### config.mk
export PLATFORM = sky130hd
export DESIGN_NAME = pid_speed_controller_unit
export DESIGN_NICKNAME = d
export VERILOG_FILES = /design/src/design/pidsc_pkg.sv /design/src/design/pidsc_regs.sv /design/src/design/pidsc_ctrl.sv /design/src/design/pidsc_dpath.sv /design/src/design/pid_speed_controller_unit.sv
export SDC_FILE = /design/constraint.sdc
export NUM_CORES = 2
export LEC_CHECK = 0
export CAP_MARGIN = 5
export CELL_PAD_IN_SITES_DETAIL_PLACEMENT = 0
export CELL_PAD_IN_SITES_GLOBAL_PLACEMENT = 1
export CORE_MARGIN = 4
export CORE_UTILIZATION = 47
export DETAILED_ROUTE_END_ITERATION = 10
export DONT_BUFFER_PORTS = 1
export HOLD_SLACK_MARGIN = 0.08
export PLACE_DENSITY_LB_ADDON = 0.1
export SYNTH_ARGS = -nofsm -noshare
export SYNTH_HDL_FRONTEND = slang
export SYNTH_SLANG_ARGS = --single-unit
export TNS_END_PERCENT = 1
### constraint.sdc
create_clock -name clock -period 9.4 [get_ports clock]
set_input_delay 1.88 -clock clock [delete_from_list [all_inputs] [get_ports clock]]
set_output_delay 1.88 -clock clock [all_outputs]
set_load 0.005 [all_outputs]
### src/design/pidsc_pkg.sv
// Shared types, constants and fixed-point helpers for the PID speed controller.
`timescale 1ns / 1ps

package pidsc_pkg;

   localparam int FRACTION_BITS = 16;
   localparam int DATA_W        = 32;
   localparam int LIMIT_W       = 31;
   localparam int PROD_W        = 2 * DATA_W;
   localparam int ACC_W         = DATA_W + 2;
   localparam int CSR_INDEX_W   = 3;

   // Configuration register indexes.
   typedef enum logic [CSR_INDEX_W-1:0] {
      REG_GAIN_P         = 3'd0,
      REG_GAIN_I         = 3'd1,
      REG_GAIN_D         = 3'd2,
      REG_INTEGRAL_LIMIT = 3'd3,
      REG_OUTPUT_LIMIT   = 3'd4,
      REG_STEP_TIME      = 3'd5,
      REG_STEP_RATE      = 3'd6
   } reg_index_type;

   typedef struct packed {
      logic signed [DATA_W-1:0] gain_p;
      logic signed [DATA_W-1:0] gain_i;
      logic signed [DATA_W-1:0] gain_d;
      logic [LIMIT_W-1:0]       integral_limit;
      logic [LIMIT_W-1:0]       output_limit;
      logic [LIMIT_W-1:0]       step_time;
      logic [LIMIT_W-1:0]       step_rate;
   } cfg_type;

   typedef enum logic [3:0] {
      S_IDLE,
      S_DIFF,
      S_MUL_TIME,
      S_MUL_RATE,
      S_MUL_P,
      S_MUL_I,
      S_MUL_D,
      S_SUM_D,
      S_FINISH
   } state_type;

   // Operand pair presented to the shared multiplier.
   typedef enum logic [2:0] {
      MUL_ERR_TIME,
      MUL_DERR_RATE,
      MUL_GAIN_P,
      MUL_GAIN_I,
      MUL_GAIN_D
   } mul_sel_type;

   // What the datapath does with the registered product.
   typedef enum logic [2:0] {
      ACC_NONE,
      ACC_INTEG,
      ACC_DERIV,
      ACC_FIRST,
      ACC_ADD
   } acc_op_type;

   typedef struct packed {
      logic        load;
      logic        diff;
      mul_sel_type mul_sel;
      acc_op_type  acc_op;
      logic        finish;
   } cmd_type;

   typedef struct packed {
      logic out_free;
   } status_type;

   // Saturate a 64-bit signed value to 32 bits.
   function automatic logic signed [DATA_W-1:0] sat_to32(input logic signed [PROD_W-1:0] v);
      logic signed [DATA_W-1:0] r;
      if (v[PROD_W-1:DATA_W-1] == {(DATA_W+1){v[PROD_W-1]}}) begin
         r = v[DATA_W-1:0];
      end else if (v[PROD_W-1]) begin
         r = {1'b1, {(DATA_W-1){1'b0}}};
      end else begin
         r = {1'b0, {(DATA_W-1){1'b1}}};
      end
      return r;
   endfunction

   // Drop the fraction bits of a full product (floor) and saturate.
   function automatic logic signed [DATA_W-1:0] fx_scale(input logic signed [PROD_W-1:0] p);
      logic signed [PROD_W-1:0] s;
      s = p >>> FRACTION_BITS;
      return sat_to32(s);
   endfunction

   // Clamp to the symmetric range from -lim to +lim.
   function automatic logic signed [DATA_W-1:0] clamp_sym(input logic signed [DATA_W-1:0] v,
                                                          input logic [LIMIT_W-1:0] lim);
      logic signed [DATA_W:0] vx;
      logic signed [DATA_W:0] lx;
      logic signed [DATA_W:0] nx;
      logic signed [DATA_W-1:0] r;
      vx = {v[DATA_W-1], v};
      lx = {2'b00, lim};
      nx = -lx;
      if (vx > lx) begin
         r = lx[DATA_W-1:0];
      end else if (vx < nx) begin
         r = nx[DATA_W-1:0];
      end else begin
         r = v;
      end
      return r;
   endfunction

endpackage

### src/design/pidsc_regs.sv
// Configuration register bank of the PID speed controller.
`timescale 1ns / 1ps

module pidsc_regs (
   input  logic                                clock,
   input  logic                                reset,
   input  logic                                csr_we,
   input  logic [pidsc_pkg::CSR_INDEX_W-1:0]   csr_index,
   input  logic [pidsc_pkg::DATA_W-1:0]        csr_wdata,
   output pidsc_pkg::cfg_type                  cfg
);
   import pidsc_pkg::*;

   cfg_type cfg_ff;
   cfg_type cfg_in;

   always_comb begin
      cfg_in = cfg_ff;
      if (csr_we) begin
         case (reg_index_type'(csr_index))
            REG_GAIN_P:         cfg_in.gain_p         = csr_wdata;
            REG_GAIN_I:         cfg_in.gain_i         = csr_wdata;
            REG_GAIN_D:         cfg_in.gain_d         = csr_wdata;
            REG_INTEGRAL_LIMIT: cfg_in.integral_limit = csr_wdata[LIMIT_W-1:0];
            REG_OUTPUT_LIMIT:   cfg_in.output_limit   = csr_wdata[LIMIT_W-1:0];
            REG_STEP_TIME:      cfg_in.step_time      = csr_wdata[LIMIT_W-1:0];
            REG_STEP_RATE:      cfg_in.step_rate      = csr_wdata[LIMIT_W-1:0];
            default: ;
         endcase
      end
   end

   always_ff @(posedge clock) begin
      if (reset) begin
         cfg_ff.gain_p         <= 32'sd65536;
         cfg_ff.gain_i         <= '0;
         cfg_ff.gain_d         <= '0;
         cfg_ff.integral_limit <= '0;
         cfg_ff.output_limit   <= 31'd65536;
         cfg_ff.step_time      <= 31'd65;
         cfg_ff.step_rate      <= 31'd65536000;
      end else begin
         cfg_ff <= cfg_in;
      end
   end

   assign cfg = cfg_ff;

endmodule

### src/design/pidsc_ctrl.sv
// Sequencer that steps the PID datapath through one control tick.
`timescale 1ns / 1ps

module pidsc_ctrl (
   input  logic                  clock,
   input  logic                  reset,
   input  logic                  req_tvalid,
   output logic                  req_tready,
   input  pidsc_pkg::status_type status,
   output pidsc_pkg::cmd_type    cmd
);
   import pidsc_pkg::*;

   state_type state_ff;
   state_type state_in;

   always_comb begin
      state_in = state_ff;
      case (state_ff)
         S_IDLE:     if (req_tvalid) state_in = S_DIFF;
         S_DIFF:     state_in = S_MUL_TIME;
         S_MUL_TIME: state_in = S_MUL_RATE;
         S_MUL_RATE: state_in = S_MUL_P;
         S_MUL_P:    state_in = S_MUL_I;
         S_MUL_I:    state_in = S_MUL_D;
         S_MUL_D:    state_in = S_SUM_D;
         S_SUM_D:    state_in = S_FINISH;
         S_FINISH:   if (status.out_free) state_in = S_IDLE;
         default:    state_in = S_IDLE;
      endcase
   end

   // Each product is registered and consumed in the cycle after its operands are issued.
   always_comb begin
      req_tready  = 1'b0;
      cmd.load    = 1'b0;
      cmd.diff    = 1'b0;
      cmd.mul_sel = MUL_ERR_TIME;
      cmd.acc_op  = ACC_NONE;
      cmd.finish  = 1'b0;
      case (state_ff)
         S_IDLE: begin
            req_tready = 1'b1;
            cmd.load   = req_tvalid;
         end
         S_DIFF:     cmd.diff = 1'b1;
         S_MUL_TIME: cmd.mul_sel = MUL_ERR_TIME;
         S_MUL_RATE: begin
            cmd.mul_sel = MUL_DERR_RATE;
            cmd.acc_op  = ACC_INTEG;
         end
         S_MUL_P: begin
            cmd.mul_sel = MUL_GAIN_P;
            cmd.acc_op  = ACC_DERIV;
         end
         S_MUL_I: begin
            cmd.mul_sel = MUL_GAIN_I;
            cmd.acc_op  = ACC_FIRST;
         end
         S_MUL_D: begin
            cmd.mul_sel = MUL_GAIN_D;
            cmd.acc_op  = ACC_ADD;
         end
         S_SUM_D:    cmd.acc_op = ACC_ADD;
         S_FINISH:   cmd.finish = status.out_free;
         default: ;
      endcase
   end

   always_ff @(posedge clock) begin
      if (reset) begin
         state_ff <= S_IDLE;
      end else begin
         state_ff <= state_in;
      end
   end

   a_single_phase: assert property (@(posedge clock) disable iff (reset)
      $onehot0({cmd.load, cmd.diff, cmd.finish}))
      else $error("more than one phase command active");

   a_finish_free: assert property (@(posedge clock) disable iff (reset)
      cmd.finish |-> status.out_free)
      else $error("result written while output register is occupied");

   a_load_then_diff: assert property (@(posedge clock) disable iff (reset)
      cmd.load |=> cmd.diff && !req_tready)
      else $error("accepted request not followed by the difference step");

endmodule

### src/design/pidsc_dpath.sv
// Datapath of the PID speed controller: shared multiplier, state and output register.
`timescale 1ns / 1ps

module pidsc_dpath (
   input  logic                             clock,
   input  logic                             reset,
   input  pidsc_pkg::cfg_type               cfg,
   input  pidsc_pkg::cmd_type               cmd,
   output pidsc_pkg::status_type            status,
   input  logic [2*pidsc_pkg::DATA_W-1:0]   req_tdata,
   input  logic                             req_tuser,
   output logic                             rsp_tvalid,
   input  logic                             rsp_tready,
   output logic [pidsc_pkg::DATA_W-1:0]     rsp_tdata
);
   import pidsc_pkg::*;

   logic signed [DATA_W-1:0] ref_ff, meas_ff;
   logic                     clear_ff;
   logic signed [DATA_W-1:0] err_ff, derr_ff, prev_ff, integ_ff, deriv_ff;
   logic signed [DATA_W-1:0] integ_in, prev_in;
   logic signed [ACC_W-1:0]  acc_ff;
   logic signed [PROD_W-1:0] prod_ff;
   logic signed [DATA_W-1:0] drive_ff;
   logic                     valid_ff, valid_in;

   logic signed [DATA_W-1:0] op_a, op_b;
   logic signed [DATA_W-1:0] term;
   logic signed [DATA_W:0]   diff_e, diff_d;
   logic signed [DATA_W-1:0] err_c, derr_c, prev_eff;
   logic signed [PROD_W-1:0] integ_sum;
   logic signed [PROD_W-1:0] acc_wide;
   logic signed [DATA_W-1:0] drive_c;

   assign prev_eff = clear_ff ? '0 : prev_ff;
   assign diff_e   = {ref_ff[DATA_W-1], ref_ff} - {meas_ff[DATA_W-1], meas_ff};
   assign err_c    = sat_to32({{(PROD_W-DATA_W-1){diff_e[DATA_W]}}, diff_e});
   assign diff_d   = {err_c[DATA_W-1], err_c} - {prev_eff[DATA_W-1], prev_eff};
   assign derr_c   = sat_to32({{(PROD_W-DATA_W-1){diff_d[DATA_W]}}, diff_d});

   assign term      = fx_scale(prod_ff);
   assign integ_sum = {{(PROD_W-DATA_W){integ_ff[DATA_W-1]}}, integ_ff}
                    + {{(PROD_W-DATA_W){term[DATA_W-1]}}, term};
   assign acc_wide  = {{(PROD_W-ACC_W){acc_ff[ACC_W-1]}}, acc_ff};
   assign drive_c   = clamp_sym(sat_to32(acc_wide), cfg.output_limit);

   always_comb begin
      case (cmd.mul_sel)
         MUL_ERR_TIME: begin
            op_a = err_ff;
            op_b = {1'b0, cfg.step_time};
         end
         MUL_DERR_RATE: begin
            op_a = derr_ff;
            op_b = {1'b0, cfg.step_rate};
         end
         MUL_GAIN_P: begin
            op_a = cfg.gain_p;
            op_b = err_ff;
         end
         MUL_GAIN_I: begin
            op_a = cfg.gain_i;
            op_b = integ_ff;
         end
         MUL_GAIN_D: begin
            op_a = cfg.gain_d;
            op_b = deriv_ff;
         end
         default: begin
            op_a = '0;
            op_b = '0;
         end
      endcase
   end

   always_comb begin
      integ_in = integ_ff;
      prev_in  = prev_ff;
      if (cmd.diff) begin
         prev_in = err_c;
         if (clear_ff) begin
            integ_in = '0;
         end
      end else if (cmd.acc_op == ACC_INTEG) begin
         integ_in = clamp_sym(sat_to32(integ_sum), cfg.integral_limit);
      end
   end

   // The output register frees up in the same cycle its result is taken.
   always_comb begin
      valid_in = valid_ff;
      if (cmd.finish) begin
         valid_in = 1'b1;
      end else if (rsp_tready) begin
         valid_in = 1'b0;
      end
   end

   assign status.out_free = !valid_ff || rsp_tready;

   always_ff @(posedge clock) begin
      if (reset) begin
         prev_ff  <= '0;
         integ_ff <= '0;
         valid_ff <= 1'b0;
      end else begin
         prev_ff  <= prev_in;
         integ_ff <= integ_in;
         valid_ff <= valid_in;
      end
   end

   always_ff @(posedge clock) begin
      prod_ff <= op_a * op_b;
      if (cmd.load) begin
         ref_ff   <= req_tdata[DATA_W-1:0];
         meas_ff  <= req_tdata[2*DATA_W-1:DATA_W];
         clear_ff <= req_tuser;
      end
      if (cmd.diff) begin
         err_ff  <= err_c;
         derr_ff <= derr_c;
      end
      case (cmd.acc_op)
         ACC_DERIV: deriv_ff <= term;
         ACC_FIRST: acc_ff   <= {{(ACC_W-DATA_W){term[DATA_W-1]}}, term};
         ACC_ADD:   acc_ff   <= acc_ff + {{(ACC_W-DATA_W){term[DATA_W-1]}}, term};
         default: ;
      endcase
      if (cmd.finish) begin
         drive_ff <= drive_c;
      end
   end

   assign rsp_tvalid = valid_ff;
   assign rsp_tdata  = drive_ff;

   a_integ_clamped: assert property (@(posedge clock) disable iff (reset)
      $past(cmd.acc_op == ACC_INTEG) && !$past(reset) |->
         ($signed({integ_ff[DATA_W-1], integ_ff}) <= $signed({2'b00, cfg.integral_limit})) &&
         ($signed({integ_ff[DATA_W-1], integ_ff}) >= -$signed({2'b00, cfg.integral_limit})))
      else $error("integral outside its limit after update");

   a_drive_clamped: assert property (@(posedge clock) disable iff (reset)
      $past(cmd.finish) && !$past(reset) |->
         ($signed({drive_ff[DATA_W-1], drive_ff}) <= $signed({2'b00, cfg.output_limit})) &&
         ($signed({drive_ff[DATA_W-1], drive_ff}) >= -$signed({2'b00, cfg.output_limit})))
      else $error("drive value outside the output limit");

   a_result_kept: assert property (@(posedge clock) disable iff (reset)
      valid_ff && !rsp_tready |=> valid_ff)
      else $error("pending result dropped");

endmodule

### src/design/pid_speed_controller_unit.sv
// Top level of the PID speed controller with integral clamp.
`timescale 1ns / 1ps

// One request is one control tick: error = reference - measurement, the integral
// adds error * step_time clamped to +/- integral_limit, the derivative is the error
// change times step_rate, and the drive value is the gain-weighted sum clamped to
// +/- output_limit, all in signed Q16.16 with floored, saturated products. A single
// shared 32x32 multiplier forms the five products one per cycle; after acceptance a
// request steps through the difference, the five products and the final sum, and its
// result is written to the output register once that register is free. The next
// request is accepted after that. A result waiting in the output register does not
// stop the next request from being accepted and worked on. Configuration writes are
// taken at once and must be made while no request is in flight; unused indexes are
// ignored.
module pid_speed_controller_unit (
   input  logic        clock,
   input  logic        reset,
   input  logic        req_tvalid,
   output logic        req_tready,
   input  logic [63:0] req_tdata,   // reference_speed [31:0], measured_speed [63:32]
   input  logic        req_tuser,   // clear_state
   output logic        rsp_tvalid,
   input  logic        rsp_tready,
   output logic [31:0] rsp_tdata,   // drive_value [31:0]
   input  logic        csr_we,
   input  logic [2:0]  csr_index,
   input  logic [31:0] csr_wdata
);
   import pidsc_pkg::*;

   cfg_type    cfg;
   cmd_type    cmd;
   status_type status;

   pidsc_regs u_regs (
      .clock     (clock),
      .reset     (reset),
      .csr_we    (csr_we),
      .csr_index (csr_index),
      .csr_wdata (csr_wdata),
      .cfg       (cfg)
   );

   pidsc_ctrl u_ctrl (
      .clock      (clock),
      .reset      (reset),
      .req_tvalid (req_tvalid),
      .req_tready (req_tready),
      .status     (status),
      .cmd        (cmd)
   );

   pidsc_dpath u_dpath (
      .clock      (clock),
      .reset      (reset),
      .cfg        (cfg),
      .cmd        (cmd),
      .status     (status),
      .req_tdata  (req_tdata),
      .req_tuser  (req_tuser),
      .rsp_tvalid (rsp_tvalid),
      .rsp_tready (rsp_tready),
      .rsp_tdata  (rsp_tdata)
   );

endmodule

; Yosys cells after proc, flatten, opt, wreduce, memory -nomap -nowiden
; Cells that the tools add are included.
[op_classes]
n_reduce_logical = 18
bitwise_logic = 0
shifts = 0
n_addsub = 6
n_lt_le_gt_ge = 4
muxes = 34
n_mul = 1
n_div = 0
eq_ne = 30
[op_table]
columns = operator, n
row1 = two-way mux 32 bit, 19
row2 = case mux 32 bit (5 select lines), 2
row3 = case mux 34 bit (2 select lines), 1
row4 = less-than comparator 32 x 33 -> 1 bit, 2
row5 = negator 31 -> 33 bit, 2
row6 = subtractor 32 x 32 -> 33 bit, 2
row7 = greater-than comparator 32 bit, 2
row8 = multiplier 32 x 32 -> 64 bit, 1
row9 = case mux 4 bit (9 select lines), 1
row10 = adder 34 bit, 1
row11 = adder 32 x 32 -> 33 bit, 1
row12 = == test 32 bit, 1
row13 = two-way mux 31 bit, 1
row14 = case mux 3 bit (4 select lines), 2
row15 = == test 3 x 2 -> 1 bit (second input constant), 6
row16 = AND reduction 2 bit, 9
row17 = == test 16 bit, 1
row18 = == test 4 x 3 -> 1 bit (second input constant), 4
row19 = == test 3 bit (second input constant), 5
row20 = == test 3 x 1 -> 1 bit (second input constant), 3
row21 = == test 4 x 2 -> 1 bit (second input constant), 2
row22 = two-way mux 4 bit, 2
row23 = logical NOT 3 bit, 2
row24 = two-way mux 1 bit, 6
row25 = 11 further kinds, 15
[word_totals]
register_bits = 580
latchBits = 0
mem_bits_ro = 0
mem_count = 0
ramBits = 0
elab_cells = 114
output_inout_bits = 34
input_bits = 105

; Logic depth before layout (Yosys ltp)
[depth]
word_depth = 12
ltp_mapped = 40
ltp_nobuf = 34

; Cells and area by module
; Synthesis repeated with hierarchy kept, for this count alone.
[hier_totals]
hier_cells = 7707
hier_area_um2 = 70650.3
[by_module_without_submodules]
columns = mod, cells_per_inst, instances, area_each_um2, seq_area_each_um2
row1 = pidsc_dpath, 6905, 1, 61741.7, 9078.7
row2 = pidsc_regs, 771, 1, 8607.0, 4404.2
row3 = pidsc_ctrl, 31, 1, 301.5, 80.1

; Worst setup path before layout
; Ideal clock, no wire load.
[synth_timing]
path_type = flip-flop to flip-flop
from = reg u_ctrl.state_ff[1]
to = reg u_dpath.prod_ff[63]
period_less_slack_ns = 10.093
t_arrival_ns = 10.020
stages_incl_launch_ff = 34
setup_slack_ns = -0.693
cell_sequence = dfxtp_1 > buf_2 > buf_2 > buf_4 > nand2b_1 > nor3_1 > buf_2 > buf_2 > buf_2 > a22oi_1 > nand3_1 > buf_2 > nand2_1 > inv_1 > fa_1 > fa_1 > fa_1 > inv_1 > fa_1 > inv_1 > fa_1 > fa_1 > inv_1 > fa_1 > inv_1 > fa_1 > ha_1 > and3_1 > nand4_1 > or2_2 > or4_1 > o32a_1 > a311oi_1 > xnor2_1
[synth_via]
elab_chain_len = 5
[synth_lines]
columns = item, line_no
row1 = "start, declared", pidsc_ctrl.sv:14  ; state_type state_ff;
row2 = "start signal, assigned", pidsc_ctrl.sv:74  ; state_ff <= state_in;
row3 = == test 4 x 3 -> 1 bit or == test 4 x 2 -> 1 bit (tied branches), pidsc_ctrl.sv:41  ; case (state_ff)
row4 = case mux 3 bit (4 select lines) (*), pidsc_ctrl.sv:41
row5 = == test 3 bit (tied with other cells), pidsc_dpath.sv:48  ; case (cmd.mul_sel)
row6 = case mux 32 bit (5 select lines), pidsc_dpath.sv:48
row7 = multiplier 32 x 32 -> 64 bit (*), pidsc_dpath.sv:114  ; prod_ff <= op_a * op_b;
row8 = "end signal, assigned", pidsc_dpath.sv:114
row9 = "end, declared", pidsc_dpath.sv:23  ; logic signed [PROD_W-1:0] prod_ff;
; Every way passes the cells marked *; elsewhere a longest branch is shown, timed or not.
; A chain may end at the register's enable or synchronous reset.

; Worst setup path after layout
[layout_timing]
from = reg u_ctrl.state_ff[0]
to = reg u_dpath.prod_ff[59]
; Same word-level chain as after synthesis.

==> results.json <==
{
  "outcome": "complete, no violations",
  "place_congestion": 0.9621,
  "measured_slew_at_the_worst_slew_check_pin_ps": 1236,
  "ys_ff_latch": 564,
  "routed-via-count": 55940,
  "syn-cell-area_um2": 68020,
  "worst_hold_path_type": "register to register",
  "maximum_number_of_pins_on_one_net_before_global_route_repair": 263,
  "synth_top_flop_cell": "sky130_fd_sc_hd__dfxtp_1",
  "die-height_um": 388.4,
  "timing.final.setup_violations": 0,
  "num-fill-cells": 13620,
  "hold_buffers": 0,
  "slowest_stage_delay_cp_ps": 620,
  "rsz0062_at_grt": "yes",
  "worstPathRequired_ps": 9960,
  "yosysWarningCount": 0,
  "layout.core_utilization_pct": 53.29,
  "fin_nets": 9558,
  "yosysSeqAreaShare_pct": 19.94,
  "timing.hold.worst_endpoint": "u_dpath.prev_ff[21]",
  "drive_gt1_share_pct": 9.209,
  "hp-start": "u_dpath.prev_ff[21]",
  "critical_path.reg2reg.startpoint": "u_ctrl.state_ff[0]",
  "synth_top_area_share_pct": 31.94,
  "worstHoldPathCells": 2,
  "post-synth-top-count-cell": "sky130_fd_sc_hd__nand2_1",
  "syn-mean-instance-area_um2": 8.754,
  "rrSetupSlack_ps": 250,
  "cts_tree": "yes",
  "post-route-min-period_ps": 9152,
  "dr.first_iter.drc_count": 5357,
  "drt-wirelength-per-cell_um": 25.06,
  "critPathMaxFanout": 11,
  "clkSinkCount": 564,
  "routed_wirelength_um": 247800,
  "grt_use_total_pct": 32.99,
  "finClkSkew_ps": 59.80,
  "design.core.area_um2": 143700,
  "drt_pre_antenna_iters": 9,
  "number_of_levels_in_the_clock_h_tree": 3,
  "yosys-top-cells-area": "sky130_fd_sc_hd__fa_1 32%, sky130_fd_sc_hd__edfxtp_1 10%, sky130_fd_sc_hd__dfxtp_1 9.9%, sky130_fd_sc_hd__ha_1 8.1%, sky130_fd_sc_hd__nand2_1 7.2%",
  "clkTransAtPathRegs_ps": 60,
  "cell_chosen_for_the_clock_root": "sky130_fd_sc_hd__clkbuf_16",
  "detail_route.vias_per_cell": 5.658,
  "crit_path_frequent_cell": "sky130_fd_sc_hd__fa_1",
  "grt_overflow": 0,
  "post-synth-top-area-cell": "sky130_fd_sc_hd__fa_1",
  "area_growth_syn_to_layout_pct": 12.56,
  "maxCapViolCount": 0,
  "initial_core_util_pct": 47.35,
  "worstRegToRegCells": 36,
  "dp_hpwl_um": 200100,
  "synth-edff-count": 227,
  "cp.buffers_inverters": 13,
  "part_of_the_cycle_the_worst_path_needs_pct": 97.36,
  "timing.setup.critical_path_class": "register to register",
  "die_area_um2": 150900,
  "ys_types": 94,
  "die_width_um": 388.4,
  "standby_leakage_power_nw": 34.45,
  "initial_antenna_violation_count": 12,
  "mappedNetlistNets": 9401,
  "layoutNonFillerInstCount": 9888,
  "crit_family": "adder cells",
  "hold_slack_ps": 450.1,
  "grt_first_pass_wirelength_um": 368700,
  "final_max_slew_viol_count": 0,
  "total_power_mw": 28.87,
  "reg2reg_to": "u_dpath.prod_ff[59]",
  "worst_slew_margin_rel_pct": 17.38,
  "placed_cells": 9738,
  "worst_skew_pair.late_latency_ps": 680,
  "max_freq_mhz": 109.3,
  "grt_pass1_vias": 56420,
  "synth_cells": 7770,
  "final_antenna_net_count": 0,
  "synth-async-reset-ratio_pct": 0,
  "drt_drc_violations_left": 0,
  "synth.cells.most_frequent": "1298 x sky130_fd_sc_hd__nand2_1, 1163 x sky130_fd_sc_hd__inv_1, 1085 x sky130_fd_sc_hd__fa_1, 772 x sky130_fd_sc_hd__nor2_1, 468 x sky130_fd_sc_hd__a21oi_1",
  "vdd.ir_drop.worst_mv": 0.6388,
  "power.density_nw_per_um2": 377.1,
  "hold_viol": 0,
  "numCtsBuffers": 66,
  "worstSetupEndpointType": "register",
  "rows": 139,
  "crit_path_start_kind": "register",
  "clock_tree_buf_depth": 3,
  "io_buffers": 0,
  "num_io_pins": 139,
  "timing.critical_path.slowest_stage_cell": "sky130_fd_sc_hd__fa_1",
  "critical_path_arrival_ps": 9710
}
==> flip-flops by register name, indices dropped and copies added (netlist names) <==
name,count
u_dpath.integ_ff,32
u_dpath.derr_ff,32
u_dpath.rsp_tvalid,1
u_dpath.clear_ff,1
u_dpath.meas_ff,32
u_regs.cfg,220
u_ctrl.state_ff,4
u_dpath.rsp_tdata,32
u_dpath.ref_ff,32
u_dpath.err_ff,32
u_dpath.prod_ff,48
u_dpath.prev_ff,32
u_dpath.acc_ff,34
u_dpath.deriv_ff,32
==> worst register-to-register path: cells and delay by family (launching register included) <==
kind,cells,cell delay (ps)
flops,1,330
compound gates,7,1390
xor+xnor,1,130
fa+ha+maj,9,4100
buf+inv,13,1830
simple gates,6,1280
==> layout by cell type (no fill, tap or decap), drive strengths merged, types with 13 or more instances in the layout <==
cell type and instances:
fa 1085, buf 483, and3 16, edfxtp 227, o211ai 16, a31oi 26
a21o 153, xor2 63, a222oi 13, nand3b 21, o31ai 24, nor2b 41
nand2b 93, ha 441, xnor2 153, or3 13, dfxtp 337, nor2 773
o21ai 237, or2 21, o311ai 16, nand2 1298, a22oi 72, nor3 75
nor4 28, o21a 49, a211oi 25, and4 59, a21boi 18, nand4 108
and2 13, o21bai 24, clkinv 26, inv 1164, a21oi 469, clkbuf 89
nand3 65
==> timing repair <==
action                     in CTS  in global routing
setup endpoints to repair       8                 47
gates resized for setup         1                104
pin swaps                       2                 34
gates cloned                    1                  4
buffers inserted                3                 16
==> metal layers <==
metal | up-vias | GRT usage, % | share of wire (%)
li1 | 25220 | - | -
met1 | 28170 | 46.21 | 42
met2 | 2112 | 50.45 | 44
met3 | 433 | 6.251 | 8.5
met4 | 8 | 13.68 | 5.2
met5 | - | 0 | 0.020
==> worst max path at each step <==
stage	start	endpoint	slack (ps)	cells past startpoint
after global routing	u_ctrl.state_ff[0]	u_dpath.prod_ff[60]	-50	36
after detailed placement	u_ctrl.state_ff[0]	u_dpath.prod_ff[43]	-80	32
after CTS	u_ctrl.state_ff[0]	u_dpath.prod_ff[60]	20	35
after floorplan	u_ctrl.state_ff[1]	u_dpath.prod_ff[63]	30	34
final	u_ctrl.state_ff[0]	u_dpath.prod_ff[59]	250	36
after global placement	u_ctrl.state_ff[0]	u_dpath.prod_ff[43]	-70	32
==> per-stage QoR <==
step / TNS, ps / worst slack (ps) / area, um2
after floorplan: 0 / 25.30 / 68060
after global placement: -67.65 / -67.65 / 73630
after detailed placement: -88.37 / -82.47 / 73630
after CTS: 0 / 19.50 / 75940
after global routing: -168.7 / -53.35 / 76550
final: 0 / 248.2 / 76560
==> cell type report <==
cell class	count	area, um2	area share [%]
flip-flops and latches	564	13560	17.72
inverters	1165	4382	5.723
well taps	1903	2381	3.110
repair buffers	487	5019	6.555
clock buffers	85	1763	2.303
clock inverters	37	491.7	0.6423
diodes	4	10.01	0.01307
multi-input cells	5643	48950	63.94
==> cell families (layout without fill, tap and decap cells) <==
kind of cell,count (synthesis),after routing,share of synthesized area (%)
muxes,9,9,0.1361
buffers and inverters,1563,1774,8.723
xor gates and xnor gates,216,216,2.781
other,0,4,0
DFF,564,564,19.94
AOI/OAI and AO/OA,1229,1229,11.25
adders and majority gates,1534,1534,40.17
and+or+nand+nor,2655,2655,17.00
==> report_power, final <==
part / internal [mW] / switching [mW] / leakage [nW]
Clock: 1.55 / 1.17 / 1.09
Sequential: 3.24 / 0.268 / 4.84
Combinational: 9.59 / 13.1 / 28.5
Total: 14.4 / 14.5 / 34.4
(Power assumes the default switching activity.)
